$ cat config.mk
export PLATFORM = sky130hd
export DESIGN_NAME = bresenham_line_rasterizer_flat
export DESIGN_NICKNAME = d
export VERILOG_FILES = /design/src/hdl/brl_pkg.sv /design/src/hdl/brl_if.sv /design/src/hdl/brl_front.sv /design/src/hdl/brl_queue.sv /design/src/hdl/brl_back.sv /design/src/hdl/bresenham_line_rasterizer.sv /design/src/flat_wrapper.sv
export SDC_FILE = /design/constraint.sdc
export NUM_CORES = 1
export LEC_CHECK = 0
export BUFFER_PORTS_ARGS = -buffer_cell sky130_fd_sc_hd__buf_2
export CAP_MARGIN = 5
export CORE_MARGIN = 2
export CORE_UTILIZATION = 66
export DETAILED_ROUTE_END_ITERATION = 16
export PLACE_DENSITY = 0.87
export SLEW_MARGIN = 20
export SYNTH_ARGS = -nofsm -noshare
export SYNTH_HDL_FRONTEND = slang
export SYNTH_HIERARCHICAL = 1
export SYNTH_SLANG_ARGS = --single-unit
$ cat constraint.sdc
create_clock -name i_clk -period 16.67 [get_ports i_clk]
set_input_delay 0 -clock i_clk [delete_from_list [all_inputs] [get_ports i_clk]]
set_output_delay 0 -clock i_clk [all_outputs]
set_load 0.005 [all_outputs]
$ cat src/hdl/brl_pkg.sv
package brl_pkg;

    // default coordinate width, overridable on the top level
    localparam int COORD_BITS_DEF = 11;

    // entries in the command queue between front and back, power of two
    localparam int QUEUE_DEPTH = 2;

    // operation codes of the op field
    localparam logic OP_START = 1'b0;
    localparam logic OP_STEP  = 1'b1;

    // width of one packed command: step flag, start x/y, major limit,
    // error term, both increments and three flags
    function automatic int cmd_width(input int coord_bits);
        return 6 * coord_bits + 12;
    endfunction

endpackage

$ cat src/hdl/brl_if.sv
interface brl_in_if #(
    parameter int COORD_BITS = brl_pkg::COORD_BITS_DEF
);
    logic                  valid;
    logic                  ready;
    logic                  op;
    logic [COORD_BITS-1:0] x_start;
    logic [COORD_BITS-1:0] y_start;
    logic [COORD_BITS-1:0] x_end;
    logic [COORD_BITS-1:0] y_end;

    modport source (output valid, op, x_start, y_start, x_end, y_end, input ready);
    modport sink   (input valid, op, x_start, y_start, x_end, y_end, output ready);
endinterface

interface brl_out_if #(
    parameter int COORD_BITS = brl_pkg::COORD_BITS_DEF
);
    logic                  valid;
    logic                  ready;
    logic                  pixel_valid;
    logic [COORD_BITS-1:0] pixel_x;
    logic [COORD_BITS-1:0] pixel_y;
    logic                  last_pixel;

    modport source (output valid, pixel_valid, pixel_x, pixel_y, last_pixel, input ready);
    modport sink   (input valid, pixel_valid, pixel_x, pixel_y, last_pixel, output ready);
endinterface

$ cat src/hdl/brl_front.sv
module brl_front #(
    parameter int COORD_BITS = brl_pkg::COORD_BITS_DEF
) (
    brl_in_if.sink                                   i_line,
    input  logic                                     i_q_ready,
    output logic                                     o_q_valid,
    output logic [brl_pkg::cmd_width(COORD_BITS)-1:0] o_q_data
);
    import brl_pkg::*;

    localparam int C = COORD_BITS;
    localparam int E = COORD_BITS + 3;

    typedef struct packed {
        logic                step;
        logic [C-1:0]        start_x;
        logic [C-1:0]        start_y;
        logic [C-1:0]        major_limit;
        logic signed [E-1:0] err_init;
        logic [C+1:0]        inc_straight;
        logic signed [E-1:0] inc_diag;
        logic                x_is_major;
        logic                minor_down;
        logic                busy;
    } t_cmd;

    logic [C-1:0] dx;
    logic [C-1:0] dy;
    logic [C-1:0] dmaj;
    logic [C-1:0] dmin;
    logic         x_major;
    logic         swap;
    logic [C-1:0] sx;
    logic [C-1:0] sy;
    logic [C-1:0] fx;
    logic [C-1:0] fy;
    logic [E-1:0] dmaj_ext;
    logic [E-1:0] dmin2_ext;
    t_cmd         cmd;

    always_comb begin
        dx      = (i_line.x_end > i_line.x_start) ? i_line.x_end - i_line.x_start
                                                  : i_line.x_start - i_line.x_end;
        dy      = (i_line.y_end > i_line.y_start) ? i_line.y_end - i_line.y_start
                                                  : i_line.y_start - i_line.y_end;
        x_major = (dx >= dy);
        dmaj    = x_major ? dx : dy;
        dmin    = x_major ? dy : dx;

        // order endpoints so the major coordinate rises; ties take the second one
        if (x_major) begin
            swap = !(i_line.x_start < i_line.x_end);
        end else begin
            swap = !(i_line.y_start < i_line.y_end);
        end
        sx = swap ? i_line.x_end   : i_line.x_start;
        sy = swap ? i_line.y_end   : i_line.y_start;
        fx = swap ? i_line.x_start : i_line.x_end;
        fy = swap ? i_line.y_start : i_line.y_end;

        dmaj_ext  = {3'b000, dmaj};
        dmin2_ext = {2'b00, dmin, 1'b0};

        cmd.step         = (i_line.op == OP_STEP);
        cmd.start_x      = sx;
        cmd.start_y      = sy;
        cmd.major_limit  = x_major ? fx : fy;
        cmd.err_init     = signed'(dmin2_ext - dmaj_ext);
        cmd.inc_straight = {1'b0, dmin, 1'b0};
        cmd.inc_diag     = signed'(dmin2_ext - {dmaj_ext[E-2:0], 1'b0});
        cmd.x_is_major   = x_major;
        cmd.minor_down   = x_major ? (fy < sy) : (fx < sx);
        cmd.busy         = (dmaj != '0);
    end

    assign i_line.ready = i_q_ready;
    assign o_q_valid    = i_line.valid;
    assign o_q_data     = cmd;

endmodule

$ cat src/hdl/brl_queue.sv
module brl_queue #(
    parameter int DATA_BITS = brl_pkg::cmd_width(brl_pkg::COORD_BITS_DEF)
) (
    input  logic                 i_clk,
    input  logic                 i_rst_n,
    input  logic                 i_push_valid,
    output logic                 o_push_ready,
    input  logic [DATA_BITS-1:0] i_push_data,
    output logic                 o_pop_valid,
    input  logic                 i_pop_ready,
    output logic [DATA_BITS-1:0] o_pop_data
);
    import brl_pkg::*;

    localparam int AW = (QUEUE_DEPTH > 1) ? $clog2(QUEUE_DEPTH) : 1;

    logic [DATA_BITS-1:0] r_mem [QUEUE_DEPTH];
    logic [AW-1:0]        r_wr_ptr;
    logic [AW-1:0]        r_rd_ptr;
    logic [AW:0]          r_count;
    logic                 push;
    logic                 pop;

    assign o_push_ready = (r_count != (AW+1)'(QUEUE_DEPTH));
    assign o_pop_valid  = (r_count != '0);
    assign o_pop_data   = r_mem[r_rd_ptr];
    assign push         = i_push_valid && o_push_ready;
    assign pop          = o_pop_valid && i_pop_ready;

    always_ff @(posedge i_clk) begin
        if (push) begin
            r_mem[r_wr_ptr] <= i_push_data;
        end
    end

    always_ff @(posedge i_clk) begin
        if (!i_rst_n) begin
            r_wr_ptr <= '0;
            r_rd_ptr <= '0;
            r_count  <= '0;
        end else begin
            if (push) begin
                r_wr_ptr <= r_wr_ptr + 1'b1;
            end
            if (pop) begin
                r_rd_ptr <= r_rd_ptr + 1'b1;
            end
            case ({push, pop})
                2'b10:   r_count <= r_count + 1'b1;
                2'b01:   r_count <= r_count - 1'b1;
                default: r_count <= r_count;
            endcase
        end
    end

endmodule

$ cat src/hdl/brl_back.sv
module brl_back #(
    parameter int COORD_BITS = brl_pkg::COORD_BITS_DEF
) (
    input  logic                                     i_clk,
    input  logic                                     i_rst_n,
    input  logic                                     i_cmd_valid,
    output logic                                     o_cmd_ready,
    input  logic [brl_pkg::cmd_width(COORD_BITS)-1:0] i_cmd,
    brl_out_if.source                                o_pixel
);
    import brl_pkg::*;

    localparam int C = COORD_BITS;
    localparam int E = COORD_BITS + 3;
    localparam logic [C-1:0] ONE = C'(1);

    typedef struct packed {
        logic                step;
        logic [C-1:0]        start_x;
        logic [C-1:0]        start_y;
        logic [C-1:0]        major_limit;
        logic signed [E-1:0] err_init;
        logic [C+1:0]        inc_straight;
        logic signed [E-1:0] inc_diag;
        logic                x_is_major;
        logic                minor_down;
        logic                busy;
    } t_cmd;

    // line state
    logic                r_busy,  n_busy;
    logic [C-1:0]        r_cur_x, n_cur_x;
    logic [C-1:0]        r_cur_y, n_cur_y;
    logic [C-1:0]        r_limit, n_limit;
    logic signed [E-1:0] r_err,   n_err;
    logic [C+1:0]        r_inc_s, n_inc_s;
    logic signed [E-1:0] r_inc_d, n_inc_d;
    logic                r_xmaj,  n_xmaj;
    logic                r_mdown, n_mdown;

    // output register
    logic                r_out_valid, n_out_valid;
    logic                r_pix_valid, n_pix_valid;
    logic [C-1:0]        r_pix_x,     n_pix_x;
    logic [C-1:0]        r_pix_y,     n_pix_y;
    logic                r_pix_last,  n_pix_last;

    t_cmd                cmd;
    logic                pop;
    logic                diag;
    logic signed [E-1:0] err_step;
    logic [C-1:0]        step_x;
    logic [C-1:0]        step_y;
    logic [C-1:0]        step_major;
    logic                step_last;

    assign o_cmd_ready = !r_out_valid || o_pixel.ready;

    always_comb begin
        cmd  = t_cmd'(i_cmd);
        pop  = i_cmd_valid && o_cmd_ready;

        // one step of the error walk
        diag     = !r_err[E-1];
        err_step = r_err + (diag ? r_inc_d : signed'({1'b0, r_inc_s}));
        if (r_xmaj) begin
            step_x = r_cur_x + ONE;
            step_y = diag ? (r_mdown ? r_cur_y - ONE : r_cur_y + ONE) : r_cur_y;
            step_major = step_x;
        end else begin
            step_y = r_cur_y + ONE;
            step_x = diag ? (r_mdown ? r_cur_x - ONE : r_cur_x + ONE) : r_cur_x;
            step_major = step_y;
        end
        step_last = (step_major == r_limit);

        n_busy  = r_busy;
        n_cur_x = r_cur_x;
        n_cur_y = r_cur_y;
        n_limit = r_limit;
        n_err   = r_err;
        n_inc_s = r_inc_s;
        n_inc_d = r_inc_d;
        n_xmaj  = r_xmaj;
        n_mdown = r_mdown;

        n_out_valid = r_out_valid && !o_pixel.ready;
        n_pix_valid = r_pix_valid;
        n_pix_x     = r_pix_x;
        n_pix_y     = r_pix_y;
        n_pix_last  = r_pix_last;

        if (pop) begin
            n_out_valid = 1'b1;
            case (cmd.step)
                OP_START: begin
                    n_busy      = cmd.busy;
                    n_cur_x     = cmd.start_x;
                    n_cur_y     = cmd.start_y;
                    n_limit     = cmd.major_limit;
                    n_err       = cmd.err_init;
                    n_inc_s     = cmd.inc_straight;
                    n_inc_d     = cmd.inc_diag;
                    n_xmaj      = cmd.x_is_major;
                    n_mdown     = cmd.minor_down;
                    n_pix_valid = 1'b1;
                    n_pix_x     = cmd.start_x;
                    n_pix_y     = cmd.start_y;
                    n_pix_last  = !cmd.busy;
                end
                OP_STEP: begin
                    if (r_busy) begin
                        n_err       = err_step;
                        n_cur_x     = step_x;
                        n_cur_y     = step_y;
                        n_busy      = !step_last;
                        n_pix_valid = 1'b1;
                        n_pix_x     = step_x;
                        n_pix_y     = step_y;
                        n_pix_last  = step_last;
                    end else begin
                        // step with no line in progress
                        n_pix_valid = 1'b0;
                        n_pix_x     = '0;
                        n_pix_y     = '0;
                        n_pix_last  = 1'b0;
                    end
                end
                default: begin
                    n_pix_valid = 1'b0;
                    n_pix_x     = '0;
                    n_pix_y     = '0;
                    n_pix_last  = 1'b0;
                end
            endcase
        end
    end

    always_ff @(posedge i_clk) begin
        if (!i_rst_n) begin
            r_busy      <= 1'b0;
            r_cur_x     <= '0;
            r_cur_y     <= '0;
            r_limit     <= '0;
            r_err       <= '0;
            r_inc_s     <= '0;
            r_inc_d     <= '0;
            r_xmaj      <= 1'b0;
            r_mdown     <= 1'b0;
            r_out_valid <= 1'b0;
        end else begin
            r_busy      <= n_busy;
            r_cur_x     <= n_cur_x;
            r_cur_y     <= n_cur_y;
            r_limit     <= n_limit;
            r_err       <= n_err;
            r_inc_s     <= n_inc_s;
            r_inc_d     <= n_inc_d;
            r_xmaj      <= n_xmaj;
            r_mdown     <= n_mdown;
            r_out_valid <= n_out_valid;
        end
    end

    always_ff @(posedge i_clk) begin
        r_pix_valid <= n_pix_valid;
        r_pix_x     <= n_pix_x;
        r_pix_y     <= n_pix_y;
        r_pix_last  <= n_pix_last;
    end

    assign o_pixel.valid       = r_out_valid;
    assign o_pixel.pixel_valid = r_pix_valid;
    assign o_pixel.pixel_x     = r_pix_x;
    assign o_pixel.pixel_y     = r_pix_y;
    assign o_pixel.last_pixel  = r_pix_last;

endmodule

$ cat src/hdl/bresenham_line_rasterizer.sv
// a transaction, start or step, goes into the command queue, is popped by the
// back end, and its pixel leaves the output register; the error-term update is
// combinational: one transaction and one pixel per cycle while the sink is ready
// reset: synchronous active-low i_rst_n empties the command queue and the output
// register and leaves the block idle with all line state at zero
module bresenham_line_rasterizer #(
    parameter int COORD_BITS = brl_pkg::COORD_BITS_DEF
) (
    input  logic      i_clk,
    input  logic      i_rst_n,
    brl_in_if.sink    i_line,
    brl_out_if.source o_pixel
);
    import brl_pkg::*;

    localparam int CMD_W = cmd_width(COORD_BITS);

    logic             front_valid;
    logic             front_ready;
    logic [CMD_W-1:0] front_data;
    logic             back_valid;
    logic             back_ready;
    logic [CMD_W-1:0] back_data;

    brl_front #(
        .COORD_BITS (COORD_BITS)
    ) u_front (
        .i_line    (i_line),
        .i_q_ready (front_ready),
        .o_q_valid (front_valid),
        .o_q_data  (front_data)
    );

    brl_queue #(
        .DATA_BITS (CMD_W)
    ) u_queue (
        .i_clk        (i_clk),
        .i_rst_n      (i_rst_n),
        .i_push_valid (front_valid),
        .o_push_ready (front_ready),
        .i_push_data  (front_data),
        .o_pop_valid  (back_valid),
        .i_pop_ready  (back_ready),
        .o_pop_data   (back_data)
    );

    brl_back #(
        .COORD_BITS (COORD_BITS)
    ) u_back (
        .i_clk       (i_clk),
        .i_rst_n     (i_rst_n),
        .i_cmd_valid (back_valid),
        .o_cmd_ready (back_ready),
        .i_cmd       (back_data),
        .o_pixel     (o_pixel)
    );

endmodule

$ cat src/flat_wrapper.sv
// flat-port wrapper written by rule: the top's interface ports become plain ports
module bresenham_line_rasterizer_flat import brl_pkg::*;
#(
    parameter int COORD_BITS = brl_pkg::COORD_BITS_DEF
)
  (i_clk, i_rst_n, i_line_valid, i_line_op, i_line_x_start, i_line_y_start, i_line_x_end, i_line_y_end, i_line_ready, o_pixel_valid, o_pixel_pixel_valid, o_pixel_pixel_x, o_pixel_pixel_y, o_pixel_last_pixel, o_pixel_ready);
  brl_in_if #(.COORD_BITS(COORD_BITS)) i_line_i ();
  brl_out_if #(.COORD_BITS(COORD_BITS)) o_pixel_i ();
  input  logic i_clk;
  input  logic i_rst_n;
  input wire logic [$bits(i_line_i.valid)-1:0] i_line_valid;
  input wire logic [$bits(i_line_i.op)-1:0] i_line_op;
  input wire logic [$bits(i_line_i.x_start)-1:0] i_line_x_start;
  input wire logic [$bits(i_line_i.y_start)-1:0] i_line_y_start;
  input wire logic [$bits(i_line_i.x_end)-1:0] i_line_x_end;
  input wire logic [$bits(i_line_i.y_end)-1:0] i_line_y_end;
  output wire logic [$bits(i_line_i.ready)-1:0] i_line_ready;
  output wire logic [$bits(o_pixel_i.valid)-1:0] o_pixel_valid;
  output wire logic [$bits(o_pixel_i.pixel_valid)-1:0] o_pixel_pixel_valid;
  output wire logic [$bits(o_pixel_i.pixel_x)-1:0] o_pixel_pixel_x;
  output wire logic [$bits(o_pixel_i.pixel_y)-1:0] o_pixel_pixel_y;
  output wire logic [$bits(o_pixel_i.last_pixel)-1:0] o_pixel_last_pixel;
  input wire logic [$bits(o_pixel_i.ready)-1:0] o_pixel_ready;
  assign i_line_i.valid = i_line_valid;
  assign i_line_i.op = i_line_op;
  assign i_line_i.x_start = i_line_x_start;
  assign i_line_i.y_start = i_line_y_start;
  assign i_line_i.x_end = i_line_x_end;
  assign i_line_i.y_end = i_line_y_end;
  assign i_line_ready = i_line_i.ready;
  assign o_pixel_valid = o_pixel_i.valid;
  assign o_pixel_pixel_valid = o_pixel_i.pixel_valid;
  assign o_pixel_pixel_x = o_pixel_i.pixel_x;
  assign o_pixel_pixel_y = o_pixel_i.pixel_y;
  assign o_pixel_last_pixel = o_pixel_i.last_pixel;
  assign o_pixel_i.ready = o_pixel_ready;
  bresenham_line_rasterizer #(.COORD_BITS(COORD_BITS)) u_core (.i_clk(i_clk), .i_rst_n(i_rst_n), .i_line(i_line_i), .o_pixel(o_pixel_i));
endmodule
==> qor.txt <==
CTS Buf Count - 26
worst slack, placed - 9535 ps
CP endpoint kind - flip-flop
DP Wirelength - 30,510 um
Filler Cells Inserted - 1,718
Worst Reg2Reg Path Length in Cells - 11
clock latency on the worst-skew pair - 540 ps
CTS Buffer Depth - 3
most used cell along the critical path - nand2_1
run status - complete, no violations
Initial Util - 67.11%
fin nets - 1,927
final setup fails - 0
Power, Total - 3.628 mW
Die ar. - 26,830 um2
post-synthesis sequential area ratio - 41.94%
initial antenna violation count - 2
layout cell share with drive strength beyond 1 - 14.87%
period utilisation layout - 44.06%
largest net degree at the start of global routing - 79
total grt overflow - 0
setup TNS - 0 ps
Initial DRC Count - 1,534
Synth cell types - 95
number of I/O port buffers - 74
Worst Min Path Start - i_line_y_start[9]
HP Class - in -> reg
hold path depth - 3
Worst VDD drop - 0.1691 mV
CP arrival - 7560 ps
xor/xnor share of the synthesized area - 4.863%
WP data required - 16,880 ps
CP top delay family - compound AO/OA/AOI/OAI gates
# diodes - 0
CTS H-Tree Depth - 1
Compound-Gate Fraction of Synth Area - 17.92%
final worst setup slack - 9325 ps
min Tclk post-route - 7345 ps
area growth from synthesis to layout - 9.147%
# clock sinks - 263
Clock Skews - 10.52 ps
combinational family with the most area after synthesis - compound AO/OA/AOI/OAI gates
crit path buf inv count - 4
core area - 25,110 um2
Post-synth EDFFs - 180
Post-Synth Adder-Cell Area - 6.994%
DRC violations left - 0
via density per instance - 6.465
worst slew pin tran - 1097 ps
Synth Cell Area - 16,850 um2
Cell Pwr Density - 197.2 nW/um2
Critical Path Max Stage Delay - 820 ps
TritonCTS clock tree - done
Clk pin slew, worst setup/hold paths - 60 ps
post-synthesis mux area share - 8.606%
nature of the critical path startpoint - input port
RSZ-0062 raised after global routing - false
Post-synth top flop - edfxtp_1
maxcap violations - 0
Final Hold Viols - 0
Max Fanout on Critical Path - 16
Hold EP - u_core/u_queue/r_mem[1][64]
wire length per cell - 20.90 um
Peak Freq - 136.1 MHz
flop-to-flop setup slack - 13,310 ps
drt pass-1 iters - 6
via count - 13.83k
Rel. slew slack - 26.88%
num ports - 75
FFs w/ async S/R, synth - 0%
worst r2r src - u_core/u_back/r_err[13]
Static Leak - 7.204 nW
GPL Wtd Cong - 0.9652
ANT nets after route - 0
Syn. warnings - 6
Slowest cell on crit path - a221oi_4
reg2reg end - u_core/u_back/r_err[12]
synthesized flop and latch total - 263
Post-Syn Instances - 1,752
dpl cell area - 17,290 um2
GRT Util Overall - 33.11%
global-route wire length before repair - 70,100 um
drt total wl - 44,710 um
Die Ht - 163.8 um
Synth Area in Simple Gates - 14.83%
Mapped Avg Cell Area - 9.618 um2
# rows - 58
final instance area - 18,390 um2
die extent in x - 163.8 um
Slew Viols, Final - 0
Setup Crit Path Kind - in -> reg
root buf cell - clkbuf_16
vias in the first global route - 13.15k
==> worst register-to-register path: stages (launching register included) <==
cell and delay (ps):
dfxtp_1 300, buf_4 450, mux2_2 410, ha_1 230
fa_1 420, a21oi_1 310, o2111ai_1 210, nand2_1 120
o21ai_0 120, xnor2_1 150, a2111oi_0 440, a31o_2 160
==> cell families (layout without fill, tap and decap cells) <==
logic type / count (synthesis) / after routing
compound gates: 472 / 472
xor+xnor: 91 / 91
fa+ha+maj: 91 / 91
buf+inv: 186 / 241
flops: 263 / 263
mux: 133 / 133
other cells: 1 / 3
simple gates: 515 / 515
==> flip-flops by register name, indices dropped and copies added (netlist names), named ones only <==
name and flops:
u_core/u_queue/r_mem 156, u_core/u_back/o_pixel.last_pixel 1, u_core/u_back/o_pixel.valid 1, u_core/u_back/r_cur_y 11, u_core/u_back/o_pixel.pixel_valid 1, u_core/u_back/r_cur_x 11
u_core/u_back/r_inc_d 14, u_core/u_back/r_err 14, u_core/u_queue/r_rd_ptr 1, u_core/u_queue/r_wr_ptr 1, u_core/u_back/r_xmaj 1, u_core/u_back/o_pixel.pixel_x 11
u_core/u_back/r_inc_s 13, u_core/u_back/r_limit 11, u_core/u_queue/r_count 2, u_core/u_back/r_busy 1, u_core/u_back/r_mdown 1, u_core/u_back/o_pixel.pixel_y 11
==> worst max path at each step <==
stage          cells past startpoint                          end  slack (ps)               from
2_1_floorplan                     30  u_core/u_queue/r_mem[0][41]       10350  i_line_x_start[9]
3_3_place_gp                      27  u_core/u_queue/r_mem[0][41]        9730  i_line_x_start[9]
3_5_place_dp                      26  u_core/u_queue/r_mem[1][42]        9540  i_line_x_start[9]
4_1_cts                           26  u_core/u_queue/r_mem[0][42]        9550    i_line_x_end[9]
5_1_grt                           27  u_core/u_queue/r_mem[0][42]        8970  i_line_x_start[8]
6_report                          27  u_core/u_queue/r_mem[0][43]        9330  i_line_x_start[8]
==> per-layer routing <==
metal / vias up / share of wire (%) / GRT usage (%)
met3: 105 / 7.5 / 3.813
li1: 6440 / - / -
met5: - / 0.036 / 0
met1: 6608 / 41 / 44.77
met4: 2 / 3.1 / 10.85
met2: 673 / 48 / 55.83
==> synth_stat cells, types with 22 or more instances <==
cell      number  area [um2]
nand2_1      200       750.7
edfxtp_1     180        5405
a21oi_1      153       765.7
nor2_1       106       397.9
mux2_2        93        1047
o21ai_0       93       465.5
dfxtp_1       83        1662
ha_1          83        1039
inv_1         74       277.8
xnor2_1       55       481.7
clkbuf_1      53       198.9
mux2i_1       38       380.4
nand3_1       35       175.2
a21o_1        34       255.2
xor2_1        33       289.0
nor3_1        29       145.1
a211oi_1      28       210.2
buf_2         24       120.1
a31oi_1       23       143.9
and3_1        22       137.6
==> stage by stage <==
| step | hold WS (ps) | utilization (%) | cells |
|---|---|---|---|
| after floorplan | 121.7 | - | 1754 |
| after global routing | 58.38 | 73.25 | 2139 |
| after CTS | 0.6102 | 73.25 | 2139 |
| after global placement | 199.0 | 68.86 | 2066 |
| final | 14.44 | 73.25 | 2139 |
| after detailed placement | 201.9 | 68.86 | 2066 |
==> power by group <==
| part | switching (mW) | internal [mW] | total (mW) |
|---|---|---|---|
| logic | 1.15 | 0.690 | 1.84 |
| registers | 0.128 | 1.07 | 1.20 |
| clock network | 0.249 | 0.343 | 0.592 |
==> layout make-up <==
| type | count | area, um2 | share of cell area [%] |
|---|---|---|---|
| Timing Repair Buffer | 116 | 748.2 | 4.068 |
| Multi-Input combinational cell | 1305 | 9019 | 49.03 |
| Inverter | 77 | 289.0 | 1.571 |
| Clock inverter | 15 | 155.1 | 0.8435 |
| Sequential cell | 263 | 7071 | 38.44 |
| Tap cell | 330 | 412.9 | 2.245 |
| Clock buffer | 33 | 698.2 | 3.796 |
==> cells in the final DEF, fill, tap and decap left out, drive strengths merged, types with 18 or more instances in the layout <==
master	n
a21oi	154
a31oi	23
nand3	35
xnor2	57
a21o	34
xor2	34
o21ai	100
nor3	29
mux2i	38
buf	91
edfxtp	180
nor2	107
mux2	95
clkbuf	33
dlygate4sd3	25
dfxtp	83
nand2	204
inv	77
and3	22
a211oi	28
ha	83
o211ai	18
==> what timing repair did <==
item | CTS | global route
buffers inserted | 0 | 0
hold buffers | 25 | 0
hold endpoints to repair | 52 | 0
resized for setup | 0 | 0
Note: power is estimated with default switching activity, not from simulation.
